## config.mk

```make
export PLATFORM = sky130hd
export DESIGN_NAME = csrs_ctrl
export DESIGN_NICKNAME = d
export VERILOG_FILES = /design/src/sv/csrs_pkg.sv /design/src/sv/csrs_ctrl.sv
export SDC_FILE = /design/constraint.sdc
export NUM_CORES = 1
export LEC_CHECK = 0
export BUFFER_PORTS_ARGS = -buffer_cell sky130_fd_sc_hd__buf_2
export CORE_AREA = 2 2 39 41
export CTS_CLUSTER_SIZE = 8
export DETAILED_ROUTE_END_ITERATION = 8
export DIE_AREA = 0 0 41 43
export PLACE_DENSITY = 0.69
export SLEW_MARGIN = 5
export SYNTH_ARGS = -nofsm -noshare
export SYNTH_HDL_FRONTEND = slang
export SYNTH_SLANG_ARGS = --single-unit
```

## constraint.sdc

```tcl
create_clock -name i_clk -period 1.8 [get_ports i_clk]
set_input_delay 0.36 -clock i_clk [delete_from_list [all_inputs] [get_ports i_clk]]
set_output_delay 0.36 -clock i_clk [all_outputs]
set_load 0.05 [all_outputs]
```

## src/sv/csrs_pkg.sv

```systemverilog
// Shared types, constants and register codes for the CAN session rate statistics block.
package csrs_pkg;

    localparam int MaxIds   = 64;
    localparam int FillW    = $clog2(MaxIds + 1);
    localparam int IdW      = 11;
    localparam int LenW     = 4;
    localparam int DataW    = 64;
    localparam int CntW     = 32;
    localparam int TimeW    = 48;
    localparam int MeanW    = 55;
    localparam int CodeW    = 16;
    localparam int CfgW     = 16;
    localparam int CfgIdxW  = 2;
    localparam int InTdW    = 128;
    localparam int OutTdW   = 104;
    localparam int OutTuW   = 2;
    localparam int MapDepth = 1 << IdW;
    localparam int DivCntW  = $clog2(MeanW + 1);

    localparam logic [IdW-1:0]   RstControlId = 11'h0A0;
    localparam logic [CodeW-1:0] RstStartA    = 16'h6601;
    localparam logic [CodeW-1:0] RstStartB    = 16'hFF01;
    localparam logic [CodeW-1:0] RstStop      = 16'h66FF;
    localparam logic [LenW-1:0]  CmdLen       = 4'd2;

    typedef enum logic [CfgIdxW-1:0] {
        CFG_CONTROL_ID = 2'd0,
        CFG_START_A    = 2'd1,
        CFG_START_B    = 2'd2,
        CFG_STOP       = 2'd3
    } t_cfg_idx;

    typedef enum logic [3:0] {
        ST_INIT, ST_CLR, ST_IDLE, ST_UPD, ST_DRD, ST_DCHK, ST_DSTART, ST_DWAIT, ST_DOUT
    } t_state;

    // One statistics record, stored at the address given by the identifier.
    typedef struct packed {
        logic             valid;
        logic [CntW-1:0]  count;
        logic [TimeW-1:0] first;
        logic [TimeW-1:0] last;
    } t_entry;

    typedef struct packed {
        logic cap_in;
        logic rd_in;
        logic rd_scan;
        logic upd;
        logic clr_scan;
        logic emit_load;
        logic div_start;
        logic scan_clr;
        logic scan_inc;
        logic emit_inc;
        logic session_clr;
    } t_cmd;

    typedef struct packed {
        logic is_start;
        logic is_stop;
        logic valid;
        logic cnt_ge2;
        logic last_rec;
        logic scan_end;
        logic div_done;
    } t_stat;

endpackage

```

## src/sv/csrs_ctrl.sv

```systemverilog
// Controller state machine: frame update, reset clearing pass and ordered dump.
module csrs_ctrl
    import csrs_pkg::*;
(
    input  logic  i_clk,
    input  logic  i_rst_n,
    input  logic  i_s_tvalid,
    output logic  o_s_tready,
    output logic  o_m_tvalid,
    input  logic  i_m_tready,
    input  t_stat i_stat,
    output t_cmd  o_cmd
);

    t_state r_state, n_state;
    logic   r_rec, n_rec;

    always_ff @(posedge i_clk) begin
        if (!i_rst_n) begin
            r_state <= ST_INIT;
            r_rec   <= 1'b0;
        end else begin
            r_state <= n_state;
            r_rec   <= n_rec;
        end
    end

    // Next state and commands.
    always_comb begin
        n_state    = r_state;
        n_rec      = r_rec;
        o_cmd      = '0;
        o_s_tready = 1'b0;
        o_m_tvalid = 1'b0;
        case (r_state)
            ST_INIT: begin
                o_cmd.scan_clr = 1'b1;
                n_state        = ST_CLR;
            end
            ST_CLR: begin
                o_cmd.clr_scan = 1'b1;
                o_cmd.scan_inc = 1'b1;
                if (i_stat.scan_end) begin
                    n_state = ST_IDLE;
                end
            end
            ST_IDLE: begin
                o_s_tready  = 1'b1;
                o_cmd.rd_in = 1'b1;
                if (i_s_tvalid) begin
                    o_cmd.cap_in = 1'b1;
                    if (i_stat.is_start && !r_rec) begin
                        n_rec   = 1'b1;
                        n_state = ST_UPD;
                    end else if (i_stat.is_stop && r_rec) begin
                        o_cmd.scan_clr = 1'b1;
                        n_state        = ST_DRD;
                    end else if (r_rec) begin
                        n_state = ST_UPD;
                    end
                end
            end
            ST_UPD: begin
                o_cmd.upd = 1'b1;
                n_state   = ST_IDLE;
            end
            ST_DRD: begin
                o_cmd.rd_scan = 1'b1;
                n_state       = ST_DCHK;
            end
            ST_DCHK: begin
                if (i_stat.valid) begin
                    o_cmd.emit_load = 1'b1;
                    o_cmd.clr_scan  = 1'b1;
                    n_state         = i_stat.cnt_ge2 ? ST_DSTART : ST_DOUT;
                end else begin
                    o_cmd.scan_inc = 1'b1;
                    n_state        = ST_DRD;
                end
            end
            ST_DSTART: begin
                o_cmd.div_start = 1'b1;
                n_state         = ST_DWAIT;
            end
            ST_DWAIT: begin
                if (i_stat.div_done) begin
                    n_state = ST_DOUT;
                end
            end
            ST_DOUT: begin
                o_m_tvalid = 1'b1;
                if (i_m_tready) begin
                    if (i_stat.last_rec) begin
                        o_cmd.session_clr = 1'b1;
                        n_rec             = 1'b0;
                        n_state           = ST_IDLE;
                    end else begin
                        o_cmd.scan_inc = 1'b1;
                        o_cmd.emit_inc = 1'b1;
                        n_state        = ST_DRD;
                    end
                end
            end
            default: begin
                n_state = ST_INIT;
            end
        endcase
    end

endmodule

```

==> impl_metrics.py, run 1 <==
metrics = {
    "routing": {
        "ant_nets": 0,
        "drt-total-wl_um": 1754,
        "via_per_inst": 5.735,
        "wl_per_cell_um": 14.99,
        "met3_wirelength_um": 110,
        "drc_errors": 0,
        "vias": 671,
        "met1_length_um": 728,
        "dr_wl_met2_um": 869,
        "firstDrtPassIters": 4,
        "top_layer_used": "met4",
        "first_iter_violations": 13,
    },
    "global_routing": {
        "grt_pass1_vias": 612,
        "grt_first_pass_wirelength_um": 2670,
        "grt_max_degree": 13,
        "antenna_found_initial": 0,
        "track_usage_pct": 23.02,
        "gr-total-overflow": 0,
    },
    "pwr": {
        "vdd_drop_max_uv": 1072,
        "p_total_w": 0.001336,
        "clkPwrFrac_pct": 9.9,
        "seq_power_share_pct": 16.4,
        "p_int_w": 0.0006882,
        "power_leakage_nw": 0.4015,
        "pwr-share-comb_pct": 73.7,
        "swShare_pct": 48.50,
        "power.switching_w": 0.0006482,
        "power.density_mw_per_mm2": 1449,
    },
    "timing": {
        "hold_viol_final": 0,
        "finalClockSkew_ps": 3.774,
        "worst_slew_pin_slew_ps": 278.1,
        "setup_ws_ps": 46.53,
        "fin_crit_ps": 1753,
        "fin_crit_sh_pct": 97.42,
        "finalSetupViolations": 0,
        "grt_setup_unrepaired": "true",
        "fmax_mhz": 570.3,
        "relSlewSlack_pct": 81.42,
        "maxSlewViolCount": 0,
    },
    "clocking": {
        "insertion_delay_ps": 240,
        "ctsHtreeMaxLevel": 1,
        "clock-root-buffer": "clkbuf_4",
        "clock_sinks": 5,
        "cts.hold.buffers_added": 0,
        "cts_tree": "done",
        "cts_inserted_buffers": 3,
        "clk_path_buf_depth": 2,
        "path_clk_slew_ps": 50,
    },
    "final_layout": {
        "drive_gt1_share_pct": 61.39,
        "syn2layout_area_growth_pct": 78.45,
        "finish.utilization_pct": 66.64,
        "antenna_cells": 0,
        "nets": 113,
    },
    "placement": {
        "numPortBuffers": 23,
        "place_congestion": 0.8280,
        "post-dp-hpwl_um": 1313,
        "post-place-ws_ps": 83.30,
    },
    "die": {
        "initial_core_util_pct": 37.34,
        "io-pin-count": 24,
        "num_rows": 14,
        "coreArea_mm2": 0.001384,
        "fp.dieW_um": 41,
        "die_h_um": 43,
        "die_area_mm2": 0.001763,
    },
    "logic_synthesis": {
        "synth-seq-cells": 5,
        "synth-edff-count": 0,
        "synth_area_um2": 516.7,
        "synth_top_area_share_pct": 19.37,
        "synthArstFlopShare_pct": 0,
        "ys_seq_area_share_pct": 19.37,
        "syn_avg_cell_area_um2": 7.713,
        "synth.most_common_cell": "dfxtp_1",
        "netlist_top_cells_count": "dfxtp_1, inv_1, nand2_1, nor2b_1, nor3b_1",
        "ys_types": 38,
        "ys_top_cells_by_area": "dfxtp_1, a221oi_2, nor3b_1, nor2b_1, a32oi_1",
        "yosys.area.top_type": "dfxtp_1",
        "syn-instance-count": 67,
        "ys.warnings.count": 0,
        "synth-main-ff-cell": "dfxtp_1",
        "synth_nets": 78,
    },
    "setup_path": {
        "cp_data_required_time_ps": 1440,
        "cp.arrival_ps": 1390,
        "path_max_fanout": 7,
        "path_class": "reg -> out",
        "worstSetupStartpointType": "flip-flop",
        "endpoint_kind": "primary output",
    },
    "run": {
        "cap_viol_max_count": 0,
    },
    "run_status": {
        "outcome": "finished clean",
    },
    "min_path": {
        "hp-class": "in -> reg",
    },
}
## per-layer routing
layer  track usage [%]  vias to the layer above
li1                  -                      318
met5                 0                        -
met3             9.424                        5
met1             28.39                      317
met4             7.333                        0
met2             35.00                       31
## layout make-up
| class | instances | area, um2 |
|---|---|---|
| inverters | 4 | 15.01 |
| well taps | 16 | 20.02 |
| fillers | 120 | 461.7 |
| flip-flops and latches | 5 | 115.1 |
| multi-input cells | 52 | 467.9 |
| clock buffers | 4 | 26.28 |
| repair buffers | 36 | 277.8 |
## timing repair
action / in CTS / in global routing
resized for setup: 16 / 16
endpoints found under the setup margin: 13 / 11
pin swaps: 0 / 2
buffers inserted: 1 / 4
## cell usage in the layout (no fill, tap or decap), drive strengths merged, types with 2 or more instances in the layout
| master | synthesis | routed |
|---|---|---|
| a32oi | 2 | 2 |
| nor4b | 2 | 2 |
| a21oi | 2 | 2 |
| o21ai | 2 | 2 |
| and3 | 2 | 2 |
| clkbuf | 3 | 4 |
| nor3b | 4 | 4 |
| nor2 | 3 | 3 |
| nand2 | 5 | 5 |
| nor2b | 4 | 4 |
| buf | 3 | 36 |
| nor3 | 3 | 3 |
| and2 | 2 | 2 |
| dfxtp | 5 | 5 |
| a221oi | 2 | 2 |
| inv | 4 | 4 |
| a21boi | 2 | 2 |
## worst max-delay path, cell delays in order (launching register included)
cell	delay (ps)
dfxtp_4	370
nor4b_4	310
and3_4	240
a21o_4	90
buf_8	130
## worst paths after layout
path,from,to,slack (ps),cells past startpoint
max,r_state[0],o_cmd[2],50,4
min,i_m_tready,r_state[3],370,2
max reg2reg,r_state[0],r_state[2],170,8
min reg2reg,r_rec,r_rec,590,2
## logic make-up (layout without fill, tap and decap cells)
group,count (synthesis),count (layout),synth area share (%)
and+or+nand+nor,33,33,40.68
AOI/OAI and AO/OA,19,19,30.27
buffers and inverters,10,44,9.684
DFF,5,5,19.37
## state kept, by name, indices dropped and copies added (netlist names)
register and flops:
r_state 4, r_rec 1
## metrics by stage
stage                     setup TNS, ps  std cells  area [um2]  hold WS, ps
after floorplan                  -919.0         67       608.1        477.4
after global placement                0        108       764.5        564.4
after detailed placement              0        108       764.5        581.5
after CTS                        -5.696        113       840.8        364.5
after global routing             -21.86        117       922.1        361.6
final                                 0        117       922.1        368.4
## power by group through the flow
stage / combinational, W / sequential [W] / clock [W]
6_report: 0.000985 / 0.000219 / 0.000133
5_1_grt: 0.00103 / 0.000223 / 0.000148
3_5_place_dp: 0.000767 / 0.000203 / 0
4_1_cts: 0.000860 / 0.000211 / 0.000136
3_3_place_gp: 0.000755 / 0.000206 / 0
2_1_floorplan: 0.000655 / 0.000166 / 0
Note: power is estimated with default switching activity, not from simulation.
==> run 2, diff against run 1 <==
--- a/config.mk
+++ b/config.mk
@@ -11,6 +11,7 @@
 export DETAILED_ROUTE_END_ITERATION = 8
 export DIE_AREA = 0 0 41 43
 export PLACE_DENSITY = 0.69
+export RECOVER_POWER = 100
 export SLEW_MARGIN = 5
 export SYNTH_ARGS = -nofsm -noshare
 export SYNTH_HDL_FRONTEND = slang
==> run 2 against run 1 <==
  * Fmax barely moved
  * Critical path type unchanged
  * Count of clock-buffer cells in the layout did not move
  * Via count fell by 0.60%
  * Register-to-register slack got worse by 90 ps
==> impl_metrics.py, run 2 (synthesis results as in run 1) <==
metrics = {
    "global_routing": {
        "grt_first_pass_wirelength_um": 2670,
        "track_usage_pct": 23.02,
        "grt_pass1_vias": 612,
        "grt_max_degree": 13,
        "gr-total-overflow": 0,
        "antenna_found_initial": 0,
    },
    "setup_path": {
        "cp.arrival_ps": 1390,
        "r2r_cells": 8,
        "path_max_fanout": 7,
        "path_buf_inv": 1,
        "path_class": "reg -> out",
        "critPathSlowestCell": "dfxtp_4",
        "critPathMaxStageDelay_ps": 370,
        "worstSetupStartpointType": "flip-flop",
        "path_cells": "nor4b_4 -> and3_4 -> a21o_4 -> buf_8",
        "cp_top_family": "simple AND/OR/NAND/NOR gates",
        "path_depth": 4,
        "endpoint_kind": "primary output",
        "cp_data_required_time_ps": 1440,
    },
    "clocking": {
        "insertion_delay_ps": 240,
        "cts.hold.buffers_added": 0,
        "cts_inserted_buffers": 3,
        "ctsHtreeMaxLevel": 1,
        "clock_sinks": 5,
        "clk_path_buf_depth": 2,
        "cts_tree": "done",
        "path_clk_slew_ps": 50,
        "clock-root-buffer": "clkbuf_4",
    },
    "pwr": {
        "swShare_pct": 48.49,
        "clkPwrFrac_pct": 10.0,
        "vdd_drop_max_uv": 1072,
        "seq_power_share_pct": 16.5,
        "pwr-share-comb_pct": 73.5,
        "power.switching_w": 0.0006453,
        "p_int_w": 0.0006855,
        "power_leakage_nw": 0.4012,
        "power.density_mw_per_mm2": 1451,
    },
    "timing": {
        "maxSlewViolCount": 0,
        "finalSetupViolations": 0,
        "fin_crit_ps": 1754,
        "hold_viol_final": 0,
        "worst_slew_pin_slew_ps": 283.2,
        "relSlewSlack_pct": 81.12,
        "fmax_mhz": 570.1,
        "finalClockSkew_ps": 3.393,
        "tns_ps": 0,
        "grt_setup_unrepaired": "true",
        "fin_crit_sh_pct": 97.45,
    },
    "routing": {
        "drt-total-wl_um": 1758,
        "wl_per_cell_um": 15.03,
        "via_per_inst": 5.701,
        "ant_nets": 0,
        "vias": 667,
        "first_iter_violations": 14,
        "drc_errors": 0,
        "firstDrtPassIters": 4,
    },
    "placement": {
        "place_inst": 108,
        "post-dp-hpwl_um": 1313,
        "numPortBuffers": 23,
        "place_congestion": 0.8280,
    },
    "final_layout": {
        "drive_gt1_share_pct": 60.40,
        "largest-register": "r_state",
        "antenna_cells": 0,
        "mostFrequentLayoutCells": "buf_2, buf_4",
        "instances_no_fill": 117,
        "layout_commonest_cell": "buf_2",
        "top_regs": "r_state (4), r_rec (1)",
        "nets": 113,
        "largest_register_ffs": 4,
        "syn2layout_area_growth_pct": 77.48,
    },
    "run": {
        "cap_viol_max_count": 0,
    },
    "run_status": {
        "outcome": "finished clean",
    },
    "min_path": {
        "hp-class": "in -> reg",
        "holdPathStages": 2,
    },
    "die": {
        "io-pin-count": 24,
        "die_area_mm2": 0.001763,
        "initial_core_util_pct": 37.34,
        "coreArea_mm2": 0.001384,
        "num_rows": 14,
        "die_h_um": 43,
        "fp.dieW_um": 41,
    },
}
## run 2: cell counts in the layout (fill, tap and decap cells not counted)
Identical to the previous run, type by type.
## run 2: layout make-up
cell class | count | area (um2)
multi-input combinational | 52 | 462.9
inverter | 4 | 15.01
sequential | 5 | 115.1
fill | 121 | 466.7
timing repair buffer | 36 | 277.8
tap | 16 | 20.02
clock buffer | 4 | 26.28
## run 2: power by group through the flow
stage	Clock [W]	Sequential (W)	Combinational, W
2_1_floorplan	0	0.000166	0.000655
3_3_place_gp	0	0.000206	0.000755
3_5_place_dp	0	0.000203	0.000767
4_1_cts	0.000136	0.000211	0.000860
5_1_grt	0.000148	0.000223	0.00103
6_report	0.000133	0.000219	0.000978
## run 2: worst reg2reg max path, delay by kind of cell, from the launching register on
family | cells | cell delay (ps)
flip-flops | 1 | 390
AND/OR/NAND/NOR | 2 | 180
AO/OA/AOI/OAI | 2 | 520
buffers and inverters | 4 | 530
## run 2: timing repair
item                                    4_1_cts  5_1_grt
resized for setup                            16       16
endpoints found under the setup margin       13       11
buffers inserted                              1        4
pin swaps                                     0        2
## run 2: path summary, 6_finish.rpt
check / from / slack [ps] / end
min reg2reg: r_rec / 590 / r_rec
min: i_m_tready / 370 / r_state[3]
max reg2reg: r_state[0] / 80 / r_state[2]
max: r_state[0] / 50 / o_cmd[2]
## run 2: metal layers
| metal | global-route usage, % | part of all wire [%] |
|---|---|---|
| met1 | 28.39 | 42 |
| met2 | 35.00 | 50 |
| met3 | 9.424 | 6.1 |
| met5 | 0 | 0 |
| met4 | 7.333 | 2.6 |
## run 2: through the flow
step	total power [W]	utilization [%]	setup slack, ps	cell area [um2]	hold WS (ps)
after floorplan	0.0008219	-	-401.3	608.1	477.4
after global placement	0.0009617	55.24	109.3	764.5	564.4
after detailed placement	0.0009693	55.24	83.30	764.5	581.5
after CTS	0.001206	60.76	-5.696	840.8	364.5
after global routing	0.001400	66.27	-21.86	917.1	361.6
final	0.001331	66.27	45.82	917.1	367.8
==> run 3, diff against run 2 <==
--- a/config.mk
+++ b/config.mk
@@ -10,7 +10,7 @@
 export CTS_CLUSTER_SIZE = 8
 export DETAILED_ROUTE_END_ITERATION = 8
 export DIE_AREA = 0 0 41 43
-export PLACE_DENSITY = 0.69
+export PLACE_DENSITY_LB_ADDON = 0.3
 export RECOVER_POWER = 100
 export SLEW_MARGIN = 5
 export SYNTH_ARGS = -nofsm -noshare
==> run 3 against run 2 <==
  * Sequential cell count is the same
  * Via count decreased by 3.0%
  * Non-clock buffer count decreased by 4
  * Critical path depth stayed put
  * Cell area down 4.9%
  * Register-to-register slack improved by 150 ps
  * Largest power group unchanged
  * Sequential share of layout area increased by 0.36 points
  * Count of clock-buffer cells in the layout stayed put
  * Combinational power fell by 9.6%
  * Largest cell class unchanged
==> impl_metrics.py, run 3 (synthesis results as in run 1) <==
metrics = {
    "run_status": {
        "outcome": "finished clean",
    },
    "clocking": {
        "cts_tree": "done",
        "ctsHtreeMaxLevel": 1,
        "clk_path_buf_depth": 2,
        "cts.hold.buffers_added": 0,
        "clock_sinks": 5,
        "cts_inserted_buffers": 3,
        "path_clk_slew_ps": 40,
        "clock-root-buffer": "clkbuf_4",
        "insertion_delay_ps": 240,
    },
    "setup_path": {
        "path_buf_inv": 1,
        "path_class": "reg -> out",
        "path_cells": "nor4b_4 -> and3_4 -> a21o_4 -> buf_8",
        "cp.arrival_ps": 1420,
        "endpoint_kind": "primary output",
        "worstSetupStartpointType": "flip-flop",
        "critPathMaxStageDelay_ps": 360,
        "path_max_fanout": 5,
        "cp_top_family": "simple AND/OR/NAND/NOR gates",
        "cp_data_required_time_ps": 1440,
        "critPathSlowestCell": "dfxtp_4",
    },
    "timing": {
        "fmax_mhz": 562.4,
        "finalSetupViolations": 0,
        "holdWs_ps": 357.7,
        "finalClockSkew_ps": 0.5219,
        "worst_slew_pin_slew_ps": 301.9,
        "hold_viol_final": 0,
        "setup_ws_ps": 21.75,
        "relSlewSlack_pct": 79.69,
        "grt_setup_unrepaired": "true",
        "maxSlewViolCount": 0,
        "fin_crit_ps": 1778,
        "fin_crit_sh_pct": 98.79,
    },
    "final_layout": {
        "syn2layout_area_growth_pct": 68.76,
        "seq_area_um2": 112.6,
        "multi_input_area_um2": 467.9,
        "drive_gt1_share_pct": 59.79,
        "largest_register_ffs": 4,
        "finish.utilization_pct": 63.02,
        "num-fill-cells": 132,
        "nets": 109,
        "antenna_cells": 0,
        "instances_no_fill": 113,
        "top_regs": "r_state (4), r_rec (1)",
        "mostFrequentLayoutCells": "buf_2, buf_4",
        "largest-register": "r_state",
    },
    "die": {
        "fp.dieW_um": 41,
        "io-pin-count": 24,
        "die_area_mm2": 0.001763,
        "die_h_um": 43,
        "initial_core_util_pct": 37.34,
        "coreArea_mm2": 0.001384,
        "num_rows": 14,
    },
    "placement": {
        "post-place-ws_ps": 118.8,
        "post-dp-hpwl_um": 1198,
        "place_congestion": 0.9087,
        "place_inst": 108,
        "numPortBuffers": 23,
    },
    "global_routing": {
        "grt_first_pass_wirelength_um": 2449,
        "grt_max_degree": 14,
        "use_met1_pct": 26.45,
        "grt_util_met3_pct": 3.665,
        "grt_pass1_vias": 576,
        "antenna_found_initial": 0,
        "gr-total-overflow": 0,
        "track_usage_pct": 20.40,
        "busiest_layer": "met2",
        "grt_use_met2_pct": 30.00,
    },
    "routing": {
        "via_per_inst": 5.726,
        "vias": 647,
        "wl_per_cell_um": 13.99,
        "ant_nets": 0,
        "firstDrtPassIters": 4,
        "drt-total-wl_um": 1581,
        "drc_errors": 0,
        "first_iter_violations": 27,
    },
    "run": {
        "cap_viol_max_count": 0,
    },
    "pwr": {
        "power_leakage_nw": 0.3739,
        "vdd_drop_max_uv": 1063,
        "power.density_mw_per_mm2": 1389,
    },
    "min_path": {
        "hp-class": "in -> reg",
    },
}
-- run 3: metrics by stage --
stage               TNS, ps  power (W)  instance area (um2)
floorplan            -919.0  0.0008219                608.1
global placement          0  0.0009569                764.5
detailed placement        0  0.0009625                764.5
CTS                       0   0.001149                814.5
global route         -45.89   0.001277                872.1
finish                    0   0.001211                872.1
-- run 3: worst reg2reg max path: cells and delay by family (launching register included) --
family             cells  cell delay, ps
AOI/OAI and AO/OA      2             580
and+or+nand+nor        2             520
DFF                    1             390
-- run 3: final timing paths --
path	start	to	slack [ps]	depth (start not counted)
setup / recovery	r_state[1]	o_cmd[2]	20	4
hold / removal	i_m_tready	r_state[3]	360	2
setup reg to reg	r_state[2]	r_state[2]	230	4
hold reg to reg	r_rec	r_rec	590	2
-- run 3: layout make-up --
type	count	area share (%)
multi-input cells	52	53.66
repair buffers	32	26.40
well taps	16	2.296
inverters	4	1.722
clock buffers	4	3.013
flip-flops and latches	5	12.91
-- run 3: power by group --
group,internal [W],switching (W)
logic,0.000367,0.000516
clock network,0.0000839,0.0000478
registers,0.000144,0.0000518
total,0.000595,0.000616
-- run 3: layer usage --
metal | up-vias | part of all wire [%]
met5 | - | 0
met4 | 0 | 1.8
met3 | 4 | 4.5
met2 | 20 | 50
met1 | 313 | 43
li1 | 310 | -
-- run 3: what timing repair did --
| item | in CTS | in global routing |
|---|---|---|
| gates resized for setup | 11 | 18 |
| pin swaps | 1 | 2 |
| cloned | 0 | 0 |
| hold endpoints to repair | 0 | 0 |
| endpoints found under the setup margin | 13 | 10 |
| buffers inserted | 0 | 1 |
